==> config.mk <==
export PLATFORM = sky130hd
export DESIGN_NAME = section_timing_profiler
export DESIGN_NICKNAME = d
export VERILOG_FILES = /design/src/stp_pkg.sv /design/src/section_timing_profiler.sv /design/src/stp_ctrl.sv /design/src/stp_datapath.sv
export SDC_FILE = /design/constraint.sdc
export NUM_CORES = 2
export LEC_CHECK = 0
export ABC_AREA = 0
export BUFFER_PORTS_ARGS = -buffer_cell sky130_fd_sc_hd__buf_2
export CAP_MARGIN = 20
export CORE_MARGIN = 8
export CORE_UTILIZATION = 38
export DETAILED_ROUTE_END_ITERATION = 8
export SLEW_MARGIN = 20
export SYNTH_ARGS = -nofsm -noshare
export SYNTH_HDL_FRONTEND = slang
export SYNTH_SLANG_ARGS = --single-unit
==> constraint.sdc <==
create_clock -name clk -period 16.8 [get_ports clk]
set_clock_uncertainty 0.05 [all_clocks]
set_input_delay 2.52 -clock clk [delete_from_list [all_inputs] [get_ports clk]]
set_output_delay 2.52 -clock clk [all_outputs]
set_load 0.05 [all_outputs]
==> src/stp_pkg.sv <==
package stp_pkg;

  localparam int NUM_SECTIONS_DEF   = 8;
  localparam int FIRST_USER_SECTION = 2;
  localparam int FRAME_SECTION      = 1;

  localparam int TIME_W    = 32;
  localparam int SUM_W     = 64;
  localparam int CNT_W     = 32;
  localparam int FRAME_W   = 8;
  localparam int REC_IDX_W = 4;
  localparam int APB_W     = 32;
  localparam int PADDR_W   = 3;

  localparam logic [FRAME_W-1:0] BATCH_RESET = 8'd60;

  // Word address bit of the register map.
  localparam logic REG_BATCH_FRAMES = 1'b0;

  typedef enum logic [1:0] {
    OP_BEGIN       = 2'd0,
    OP_END         = 2'd1,
    OP_FRAME_BEGIN = 2'd2,
    OP_FRAME_END   = 2'd3
  } op_t;

  typedef struct packed {
    logic load;
    logic update;
    logic report;
  } ctrl_cmd_t;

  typedef struct packed {
    logic report_due;
    logic report_last;
  } dp_status_t;

endpackage

==> src/section_timing_profiler.sv <==
// Section timing profiler. An event is transferred when start is high and
// busy is low; the accepting edge registers the event and its interval, and
// the S_UPDATE state then updates the statistics while busy is high, so the
// block cannot take a new event before it is through with the last one. A
// frame end that completes a batch keeps busy high while the report walks
// the section records and then the system record, one record per cycle.
// Each record is marked by result_strobe for exactly one cycle; the receiver
// cannot stall it, so it must take every record as it comes. batch_frames
// is written over the APB port at any address with paddr[2] low (0 to 3).
module section_timing_profiler
  import stp_pkg::*;
#(
  parameter int NUM_SECTIONS = NUM_SECTIONS_DEF
) (
  input  logic                 clk,
  input  logic                 rst,
  input  logic                 start,
  output logic                 busy,
  input  logic [1:0]           opcode,
  input  logic [2:0]           section,
  input  logic [TIME_W-1:0]    user_time,
  input  logic [TIME_W-1:0]    system_time,
  output logic                 result_strobe,
  output logic [REC_IDX_W-1:0] record_index,
  output logic [SUM_W-1:0]     total_ticks,
  output logic [TIME_W-1:0]    min_ticks,
  output logic [TIME_W-1:0]    max_ticks,
  output logic [CNT_W-1:0]     call_count,
  output logic [FRAME_W-1:0]   frames_done,
  output logic                 last_record,
  input  logic                 psel,
  input  logic                 penable,
  input  logic                 pwrite,
  input  logic [PADDR_W-1:0]   paddr,
  input  logic [APB_W-1:0]     pwdata,
  output logic [APB_W-1:0]     prdata,
  output logic                 pready
);

  logic [FRAME_W-1:0] batch_frames;
  ctrl_cmd_t          cmd;
  dp_status_t         status;

  assign pready = 1'b1;

  always_ff @(posedge clk) begin
    if (rst) begin
      batch_frames <= BATCH_RESET;
    end else if (psel && penable && pwrite && (paddr[2] == REG_BATCH_FRAMES)) begin
      batch_frames <= pwdata[FRAME_W-1:0];
    end
  end

  always_comb begin
    prdata = '0;
    if (paddr[2] == REG_BATCH_FRAMES) prdata = APB_W'(batch_frames);
  end

  stp_ctrl u_ctrl (
    .clk    (clk),
    .rst    (rst),
    .start  (start),
    .status (status),
    .busy   (busy),
    .cmd    (cmd)
  );

  stp_datapath #(
    .NUM_SECTIONS (NUM_SECTIONS)
  ) u_datapath (
    .clk           (clk),
    .rst           (rst),
    .cmd           (cmd),
    .status        (status),
    .batch_frames  (batch_frames),
    .opcode        (opcode),
    .section       (section),
    .user_time     (user_time),
    .system_time   (system_time),
    .result_strobe (result_strobe),
    .record_index  (record_index),
    .total_ticks   (total_ticks),
    .min_ticks     (min_ticks),
    .max_ticks     (max_ticks),
    .call_count    (call_count),
    .frames_done   (frames_done),
    .last_record   (last_record)
  );

endmodule

==> src/stp_ctrl.sv <==
module stp_ctrl
  import stp_pkg::*;
(
  input  logic       clk,
  input  logic       rst,
  input  logic       start,
  input  dp_status_t status,
  output logic       busy,
  output ctrl_cmd_t  cmd
);

  typedef enum logic [1:0] {
    S_IDLE,
    S_UPDATE,
    S_REPORT
  } state_t;

  state_t state;

  always_comb begin
    cmd.load   = (state == S_IDLE) && start;
    cmd.update = (state == S_UPDATE);
    cmd.report = (state == S_REPORT);
  end

  always_ff @(posedge clk) begin
    if (rst) begin
      state <= S_IDLE;
      busy  <= 1'b0;
    end else begin
      unique case (state)
        S_IDLE: begin
          if (start) begin
            state <= S_UPDATE;
            busy  <= 1'b1;
          end
        end
        S_UPDATE: begin
          if (status.report_due) begin
            state <= S_REPORT;
          end else begin
            state <= S_IDLE;
            busy  <= 1'b0;
          end
        end
        S_REPORT: begin
          if (status.report_last) begin
            state <= S_IDLE;
            busy  <= 1'b0;
          end
        end
        default: begin
          state <= S_IDLE;
          busy  <= 1'b0;
        end
      endcase
    end
  end

endmodule

==> src/stp_datapath.sv <==
module stp_datapath
  import stp_pkg::*;
#(
  parameter int NUM_SECTIONS = NUM_SECTIONS_DEF
) (
  input  logic                 clk,
  input  logic                 rst,
  input  ctrl_cmd_t            cmd,
  output dp_status_t           status,
  input  logic [FRAME_W-1:0]   batch_frames,
  input  logic [1:0]           opcode,
  input  logic [2:0]           section,
  input  logic [TIME_W-1:0]    user_time,
  input  logic [TIME_W-1:0]    system_time,
  output logic                 result_strobe,
  output logic [REC_IDX_W-1:0] record_index,
  output logic [SUM_W-1:0]     total_ticks,
  output logic [TIME_W-1:0]    min_ticks,
  output logic [TIME_W-1:0]    max_ticks,
  output logic [CNT_W-1:0]     call_count,
  output logic [FRAME_W-1:0]   frames_done,
  output logic                 last_record
);

  localparam int IW = $clog2(NUM_SECTIONS);
  localparam int RW = $clog2(NUM_SECTIONS + 1);

  // Per-section statistics.
  logic              open_flag   [NUM_SECTIONS];
  logic [TIME_W-1:0] open_time   [NUM_SECTIONS];
  logic [SUM_W-1:0]  sum_ticks   [NUM_SECTIONS];
  logic [TIME_W-1:0] least_ticks [NUM_SECTIONS];
  logic [TIME_W-1:0] most_ticks  [NUM_SECTIONS];
  logic [CNT_W-1:0]  hit_count   [NUM_SECTIONS];

  logic [TIME_W-1:0]  frame_start_user;
  logic [TIME_W-1:0]  frame_start_system;
  logic [SUM_W-1:0]   system_sum;
  logic [TIME_W-1:0]  system_least;
  logic [TIME_W-1:0]  system_most;
  logic [FRAME_W-1:0] frame_counter;
  logic [RW-1:0]      rep_idx;

  // Event latched at the accepting edge.
  op_t               op_q;
  logic [IW-1:0]     idx_q;
  logic              sec_ok_q;
  logic [TIME_W-1:0] ut_q;
  logic [TIME_W-1:0] st_q;
  logic [TIME_W-1:0] dt_q;
  logic [TIME_W-1:0] ds_q;

  op_t               op_in;
  logic              sec_ok;
  logic [IW-1:0]     sec_idx;
  logic [IW-1:0]     load_idx;
  logic [TIME_W-1:0] base_time;
  logic              add_en;
  logic [SUM_W-1:0]  sum_next;
  logic [FRAME_W-1:0] counter_inc;
  logic [IW-1:0]     rep_sel;

  always_comb begin
    op_in    = op_t'(opcode);
    sec_ok   = (section >= 3'(FIRST_USER_SECTION)) && (int'(section) < NUM_SECTIONS);
    sec_idx  = IW'(section);
    load_idx = (op_in == OP_FRAME_END) ? IW'(FRAME_SECTION) : sec_idx;
    // A frame end measures against the latched frame start, a section end
    // against the time the section was opened.
    base_time = (op_in == OP_FRAME_END) ? frame_start_user : open_time[sec_idx];
  end

  always_comb begin
    add_en = ((op_q == OP_END) && sec_ok_q && open_flag[idx_q]) ||
             (op_q == OP_FRAME_END);
    sum_next    = sum_ticks[idx_q] + SUM_W'(dt_q);
    counter_inc = frame_counter + 8'd1;
    rep_sel     = rep_idx[IW-1:0];
    status.report_due  = (op_q == OP_FRAME_END) && (counter_inc >= batch_frames);
    status.report_last = (rep_idx == RW'(NUM_SECTIONS));
  end

  always_ff @(posedge clk) begin
    if (cmd.load) begin
      op_q     <= op_in;
      idx_q    <= load_idx;
      sec_ok_q <= sec_ok;
      ut_q     <= user_time;
      st_q     <= system_time;
      dt_q     <= user_time - base_time;
      ds_q     <= system_time - frame_start_system;
    end
    if (cmd.report) begin
      record_index <= REC_IDX_W'(rep_idx);
      frames_done  <= frame_counter;
      last_record  <= status.report_last;
      if (status.report_last) begin
        total_ticks <= system_sum;
        min_ticks   <= system_least;
        max_ticks   <= system_most;
        call_count  <= CNT_W'(frame_counter);
      end else begin
        total_ticks <= sum_ticks[rep_sel];
        min_ticks   <= least_ticks[rep_sel];
        max_ticks   <= most_ticks[rep_sel];
        call_count  <= hit_count[rep_sel];
      end
    end
  end

  always_ff @(posedge clk) begin
    if (rst) begin
      for (int i = 0; i < NUM_SECTIONS; i++) begin
        open_flag[i]   <= 1'b0;
        open_time[i]   <= '0;
        sum_ticks[i]   <= '0;
        least_ticks[i] <= '1;
        most_ticks[i]  <= '0;
        hit_count[i]   <= '0;
      end
      frame_start_user   <= '0;
      frame_start_system <= '0;
      system_sum         <= '0;
      system_least       <= '1;
      system_most        <= '0;
      frame_counter      <= '0;
      rep_idx            <= '0;
      result_strobe      <= 1'b0;
    end else begin
      result_strobe <= cmd.report;

      if (cmd.update) begin
        unique case (op_q)
          OP_BEGIN: begin
            if (sec_ok_q && !open_flag[idx_q]) begin
              open_flag[idx_q] <= 1'b1;
              open_time[idx_q] <= ut_q;
            end
          end
          OP_END: begin
            if (sec_ok_q && open_flag[idx_q]) begin
              open_flag[idx_q] <= 1'b0;
              open_time[idx_q] <= '0;
            end
          end
          OP_FRAME_BEGIN: begin
            frame_start_user   <= ut_q;
            frame_start_system <= st_q;
          end
          OP_FRAME_END: begin
            system_sum <= system_sum + SUM_W'(ds_q);
            if (ds_q < system_least) system_least <= ds_q;
            if (ds_q > system_most) system_most <= ds_q;
            frame_counter <= counter_inc;
          end
          default: ;
        endcase

        if (add_en) begin
          sum_ticks[idx_q] <= sum_next;
          hit_count[idx_q] <= hit_count[idx_q] + 32'd1;
          if (dt_q < least_ticks[idx_q]) least_ticks[idx_q] <= dt_q;
          if (dt_q > most_ticks[idx_q]) most_ticks[idx_q] <= dt_q;
        end
      end

      if (cmd.report) begin
        if (status.report_last) begin
          // The system record closes the report; the batch starts over.
          for (int i = 0; i < NUM_SECTIONS; i++) begin
            open_flag[i]   <= 1'b0;
            open_time[i]   <= '0;
            sum_ticks[i]   <= '0;
            least_ticks[i] <= '1;
            most_ticks[i]  <= '0;
            hit_count[i]   <= '0;
          end
          system_sum    <= '0;
          system_least  <= '1;
          system_most   <= '0;
          frame_counter <= '0;
          rep_idx       <= '0;
        end else begin
          rep_idx <= rep_idx + RW'(1);
        end
      end
    end
  end

endmodule

### Word-level counts from Yosys, hierarchy flattened

Memory sizes are Yosys's and may differ from the RTL's. A register that Yosys moved wholly into a read port is not among the register bits.
Index checks and enable logic that the tools add are counted.
Widths: inputs -> output; s select.

| operators by class | value |
|---|---|
| shift operators | 0 |
| div/mod/pow operators | 0 |
| multiply operators | 0 |
| $lt $le $gt $ge | 6 |
| reductions and logical operators | 22 |
| multiplexer cells | 149 |
| eq/ne operators | 10 |
| bitwise operators | 51 |
| $add $sub $neg | 7 |

Operators with widths:

| kind | count |
|---|---|
| $mux 32 | 50 |
| $mux 64 | 14 |
| $add 64x32->64 | 2 |
| $reduce_or 32->1 | 4 |
| $mux 3 | 24 |
| $gt 32x32->1 | 2 |
| $lt 32x32->1 | 2 |
| $reduce_or 64->1 | 1 |
| $sub 32x32->32 | 2 |
| $or 1x1->1 | 50 |
| $mux 1 | 49 |
| $mux 8 | 6 |
| $add 32x1->32 const B | 1 |
| $logic_and 1x1->1 | 9 |
| $add 8x1->8 const B | 1 |
| $eq 2x2->1 const B | 4 |
| $ge 8x8->1 | 1 |
| $mux 2 | 3 |
| $ne 2x2->1 const B | 3 |
| $pmux 2 s3 | 1 |
| $add 4x1->4 const B | 1 |
| $eq 2x1->1 const B | 2 |
| $eq 4x4->1 const B | 1 |
| $logic_not 2->1 | 2 |
| other kinds (9) | 10 |

| word-level totals | value |
|---|---|
| memories | 6 |
| output and inout port bits | 208 |
| logic and storage cells | 277 |
| bits of input ports | 110 |
| register bits | 523 |
| RAM bits | 1,544 |
| ROM bits | 0 |
| latch bits | 0 |

Memories:

| name | words | width | rd ports | clocked after Yosys merged registers in | wr ports | RTL line | source |
|---|---|---|---|---|---|---|---|
| u_datapath.sum_ticks | 8 | 64 | 2 | 2 | 8 | stp_datapath.sv:31 | `logic [SUM_W-1:0] sum_ticks [NUM_SECTIONS];` |
| u_datapath.hit_count | 8 | 32 | 2 | 2 | 8 | stp_datapath.sv:34 | `logic [CNT_W-1:0] hit_count [NUM_SECTIONS];` |
| u_datapath.least_ticks | 8 | 32 | 2 | 2 | 8 | stp_datapath.sv:32 | `logic [TIME_W-1:0] least_ticks [NUM_SECTIONS];` |
| u_datapath.most_ticks | 8 | 32 | 2 | 2 | 8 | stp_datapath.sv:33 | `logic [TIME_W-1:0] most_ticks [NUM_SECTIONS];` |
| u_datapath.open_time | 8 | 32 | 1 | 0 | 8 | stp_datapath.sv:30 | `logic [TIME_W-1:0] open_time [NUM_SECTIONS];` |
| u_datapath.open_flag | 8 | 1 | 1 | 1 | 8 | stp_datapath.sv:29 | `logic open_flag [NUM_SECTIONS];` |

### Longest topological paths before layout

| logic depth | value |
|---|---|
| depth in word-level cells | 10 |
| mapped depth | 24 |
| gate-level depth less buffers | 15 |

### Cells and area by module

A second synthesis with hierarchy kept.

| unflattened totals | value |
|---|---|
| cell total of the unflattened synthesis | 7,841 |
| area, all modules | 105,817.7 µm² |

By module, submodules not included:

| module | area each (µm²) | cells each | seq. area each (µm²) | times used |
|---|---|---|---|---|
| stp_datapath | 105,060.8 | 7,756 | 59,807.4 | 1 |
| section_timing_profiler | 610.6 | 70 | 160.2 | 1 |
| stp_ctrl | 146.4 | 15 | 60.1 | 1 |

### Worst setup path before layout

OpenSTA, ideal clock, no wires.

| path | value |
|---|---|
| path kind | reg2reg |
| from | reg u_ctrl.state[0] |
| to | mem u_datapath.hit_count[0][0] (enable) |
| path slack | 8.381 ns |
| path buffers | 2 |
| setup time | 0.907 ns |
| data arrival time | 7.462 ns |
| stages on the path, launching flop included | 9 |
| required time | 15.843 ns |
| clock period less this slack | 8.419 ns |
| cell sequence | dfxtp_1 -> nand2b_1 -> inv_1 -> a21oi_1 -> a21oi_1 -> or2_2 -> buf_2 -> buf_2 -> nand2_1 |

RTL lines:

| element | RTL line | source |
|---|---|---|
| start: declaration | stp_ctrl.sv:18 | `state_t state;` |
| start signal: assignment | stp_ctrl.sv:28 | `state <= S_IDLE;` |
| start signal: assignment | stp_ctrl.sv:34 | `state <= S_UPDATE;` |
| start signal: assignment | stp_ctrl.sv:40 | `state <= S_REPORT;` |
| end: declaration | stp_datapath.sv:34 |  |

==> flow_summary.yaml <==
setup_path:
  crit_path_start_kind: "register"
  timing.critical_path.slowest_stage_cell: "dfxtp_4"
  worstPathMaxFanout: 37
  worstPathArrival_ns: 8.55
  max_stage_delay_ns: 0.91
  critPathKind: "reg2reg"
  crit_path_frequent_cell: "buf_4"
  worstPathCellList: "buf_4 -> buf_16 -> buf_4 -> buf_4 -> mux4_2 -> mux2i_1 -> ha_1 -> and3_1 -> a31oi_1 -> o21ai_0 -> o311a_1 -> o2111ai_1 -> a2111oi_1 -> o21ai_1 -> nand3b_1 -> o21ai_4 -> buf_4"
  cp.required_ns: 17.27
  end_kind: "register"
cts:
  cts_tree: "built"
  cts_max_level: 4
  cts_resized: 0
  holdBufCountCts: 0
  cts_buffers: 226
  postCtsSetupRepairBufs: 0
  cts_root_buf: "clkbuf_16"
  insertion_delay_ns: 0.91
  clk_pin_slew_ns: 0.06
  cts_buffer_depth: 4
  cts.sinks: 2073
route:
  ant_nets: 0
  wire_per_inst_um: 27.1
  vias_per_cell: 5.71
  dr.pass1.iters: 5
  drtIter0Drc: 7276
  drc: 0
  num_vias: 67800
  wirelength_mm: 321
place:
  dp_hpwl_mm: 195
  io_buffers: 266
  placed_cells_incl_taps: 11500
  gp_congestion: 0.854
  placed_cell_area_sq_um: 111000
floorplan:
  ios: 318
  core_sq_um: 276000
  core.rowCount: 193
  die_h_um: 543
  initial_core_util_pct: 38.2
  dieArea_sq_um: 295000
  fp.dieW_um: 543
job:
  max-cap-violations: 0
sta:
  setup_viol: 0
  finalCriticalPeriod_ns: 8.08
  slew_viol_final: 0
  hold_viol_final: 0
  final.setup.tns_ns: 0
  tightest_slew_ns: 1.17
  clock.fmax_mhz: 124
  timing.hold.ws_ns: 0.400
  rsz0062_at_grt: "no"
  relSlewSlack_pct: 22.1
  post-route-period-util_pct: 48.1
global_route:
  grt_antenna_before_repair: 29
  track_usage_pct: 21.2
  grt_max_degree: 105
  grt_overflow: 0
  grt_pass1_wl_mm: 466
  grt_pass1_vias: 69300
hold_path:
  hold_path.class: "reg2reg"
  hold_start: "u_datapath.frame_start_user[23]"
synth:
  synth.avg_cell_area_sq_um: 13.5
  ys_types: 91
  synthesis.area_sq_um: 106000
  synth_flop_cell: "edfxtp_1"
  yosysSeqAreaShare_pct: 56.8
  synth_edf_count: 1851
  syn_inst: 7815
  yosysWarnings: 0
  ys_async_sr_fraction_pct: 0
  ys_ff_latch: 2073
finish:
  fin_cells: 11900
  area_growth_pct: 11.6
  fin_nets: 8356
  fin_util_pct: 42.6
  post-route-cell-area_sq_um: 118000
  drive_gt1_share_pct: 19.4
power_and_ir_drop:
  peakVddDrop_v: 0.0000869
  power_density_nw_per_um2: 104
  p_leak_nw: 40.0
status:
  status: "finished clean"
where the power goes:
group	total, W	switching [W]	internal (W)
sequential	0.00592	0.000147	0.00577
clock	0.00474	0.00206	0.00267
combinational	0.00156	0.00102	0.000548
flip-flops by register name, summed over array words and instances, names as in the netlist, 32 cells and up, named ones only:
register and count:
u_datapath.frame_start_system 32, u_datapath.ut_q 32, u_datapath.hit_count 256, u_datapath.dt_q 32, u_datapath.system_sum 64, u_datapath.st_q 32, u_datapath.ds_q 32, u_datapath.least_ticks 256
u_datapath.max_ticks 32, u_datapath.call_count 32, u_datapath.sum_ticks 512, u_datapath.system_least 32, u_datapath.frame_start_user 32, u_datapath.min_ticks 32, u_datapath.most_ticks 256, u_datapath.total_ticks 64
u_datapath.system_most 32, u_datapath.open_time 256
critical path, delay by kind of cell (launching register included):
family          cells  cell delay [ns]
compound gates      7             1.72
fa+ha+maj           1             0.31
buf+inv             5             2.82
flops               1             0.91
mux                 2             0.88
simple gates        2             0.85
routing by layer:
layer,up-vias,part of all wire (%),track usage [%],routed length [um]
met5,-,0.028,0,89
met3,586,8.5,3.76,27200
met2,2856,47,34.6,150000
met1,34700,41,28.2,130000
met4,14,4.3,8.20,13900
li1,29600,-,-,-
cells by family (layout without fill, tap and decap cells):
family	after synthesis	in the layout	synth area share, %
muxes	1093	1093	18.8
other	2	31	0.00711
adders and majority gates	268	268	3.20
AOI/OAI and AO/OA	845	845	4.82
xor gates and xnor gates	197	197	1.68
and+or+nand+nor	2663	2663	11.7
DFF	2073	2073	56.8
buffers and inverters	674	991	2.96
layout make-up:
type                            instances  area (sq um)
Antenna cell                            6          15.0
Clock buffer                          302          6070
Clock inverter                        103           769
Fill cell                           25200        159000
Inverter                              155           597
Multi-Input combinational cell       5091         43000
Sequential cell                      2073         60100
Tap cell                             3705          4640
Timing Repair Buffer                  431          2730
cell usage after synthesis, types with 8 or more instances:
library cell  count  area (sq um)
edfxtp_1       1851         55600
nor2_1          967          3630
nand2_1         756          2840
mux4_2          689         15500
and2_1          508          3180
mux2i_1         343          3430
o21ai_0         281          1410
ha_1            264          3300
a21oi_1         246          1230
clkbuf_1        246           923
dfxtp_1         222          4440
inv_1           152           571
buf_2           129           646
xnor2_1         113           990
a21o_1          109           818
nor3_1           95           475
xor2_1           78           683
buf_1            74           278
nand3_1          65           325
nand4_1          48           300
o211ai_1         46           345
mux2_2           44           495
buf_6            36           405
nand2b_1         35           219
and3_1           32           200
buf_4            31           233
nor2b_1          25           156
nor4_1           25           156
o21a_1           23           173
a31oi_1          22           138
or2_2            22           138
or3_1            20           125
a211oi_1         19           143
mux4_1           17           447
o21bai_1         17           128
nand3b_1         11          82.6
nor3_2            9          90.1
nor2_4            8          90.1
o31ai_1           8          60.1
placed cells by master (no fill, tap or decap), types with 17 or more instances in the layout:
cell type / instances
buf_2: 264
buf_4: 156
a21o_1: 109
nand2_1: 747
o21a_1: 23
clkinv_2: 23
mux4_2: 689
a211oi_1: 19
mux4_1: 17
a31oi_1: 22
xnor2_1: 113
nand2b_1: 35
nor2_1: 958
o21bai_1: 17
or3_1: 20
o21ai_0: 265
nor2b_1: 25
o21ai_4: 17
inv_1: 150
ha_1: 263
conb_1: 25
dfxtp_1: 216
clkbuf_1: 64
clkinv_1: 55
and3_1: 31
a21oi_1: 244
mux2i_1: 343
and2_1: 507
xor2_1: 78
nor2_4: 17
nand4_1: 48
nor4_1: 25
nor3_1: 90
edfxtp_1: 1851
clkbuf_16: 227
o211ai_1: 46
nand3_1: 64
mux2_2: 44
path summary, 6_finish.rpt:
| path | end | slack (ns) | depth (start not counted) |
|---|---|---|---|
| max | u_datapath.least_ticks[4][3] | 8.72 | 17 |
| max reg2reg | u_datapath.least_ticks[4][3] | 8.72 | 17 |
| min | u_datapath.frame_start_user[23] | 0.40 | 2 |
| min reg2reg | u_datapath.frame_start_user[23] | 0.40 | 2 |
stage by stage:
stage | setup slack (ns) | power [W]
floorplan | 8.38 | 0.00705
global placement | 8.49 | 0.00754
detailed placement | 8.48 | 0.00758
CTS | 8.47 | 0.0123
global route | 8.25 | 0.0126
finish | 8.72 | 0.0122
No activity file was read; power rests on OpenSTA's default activity.
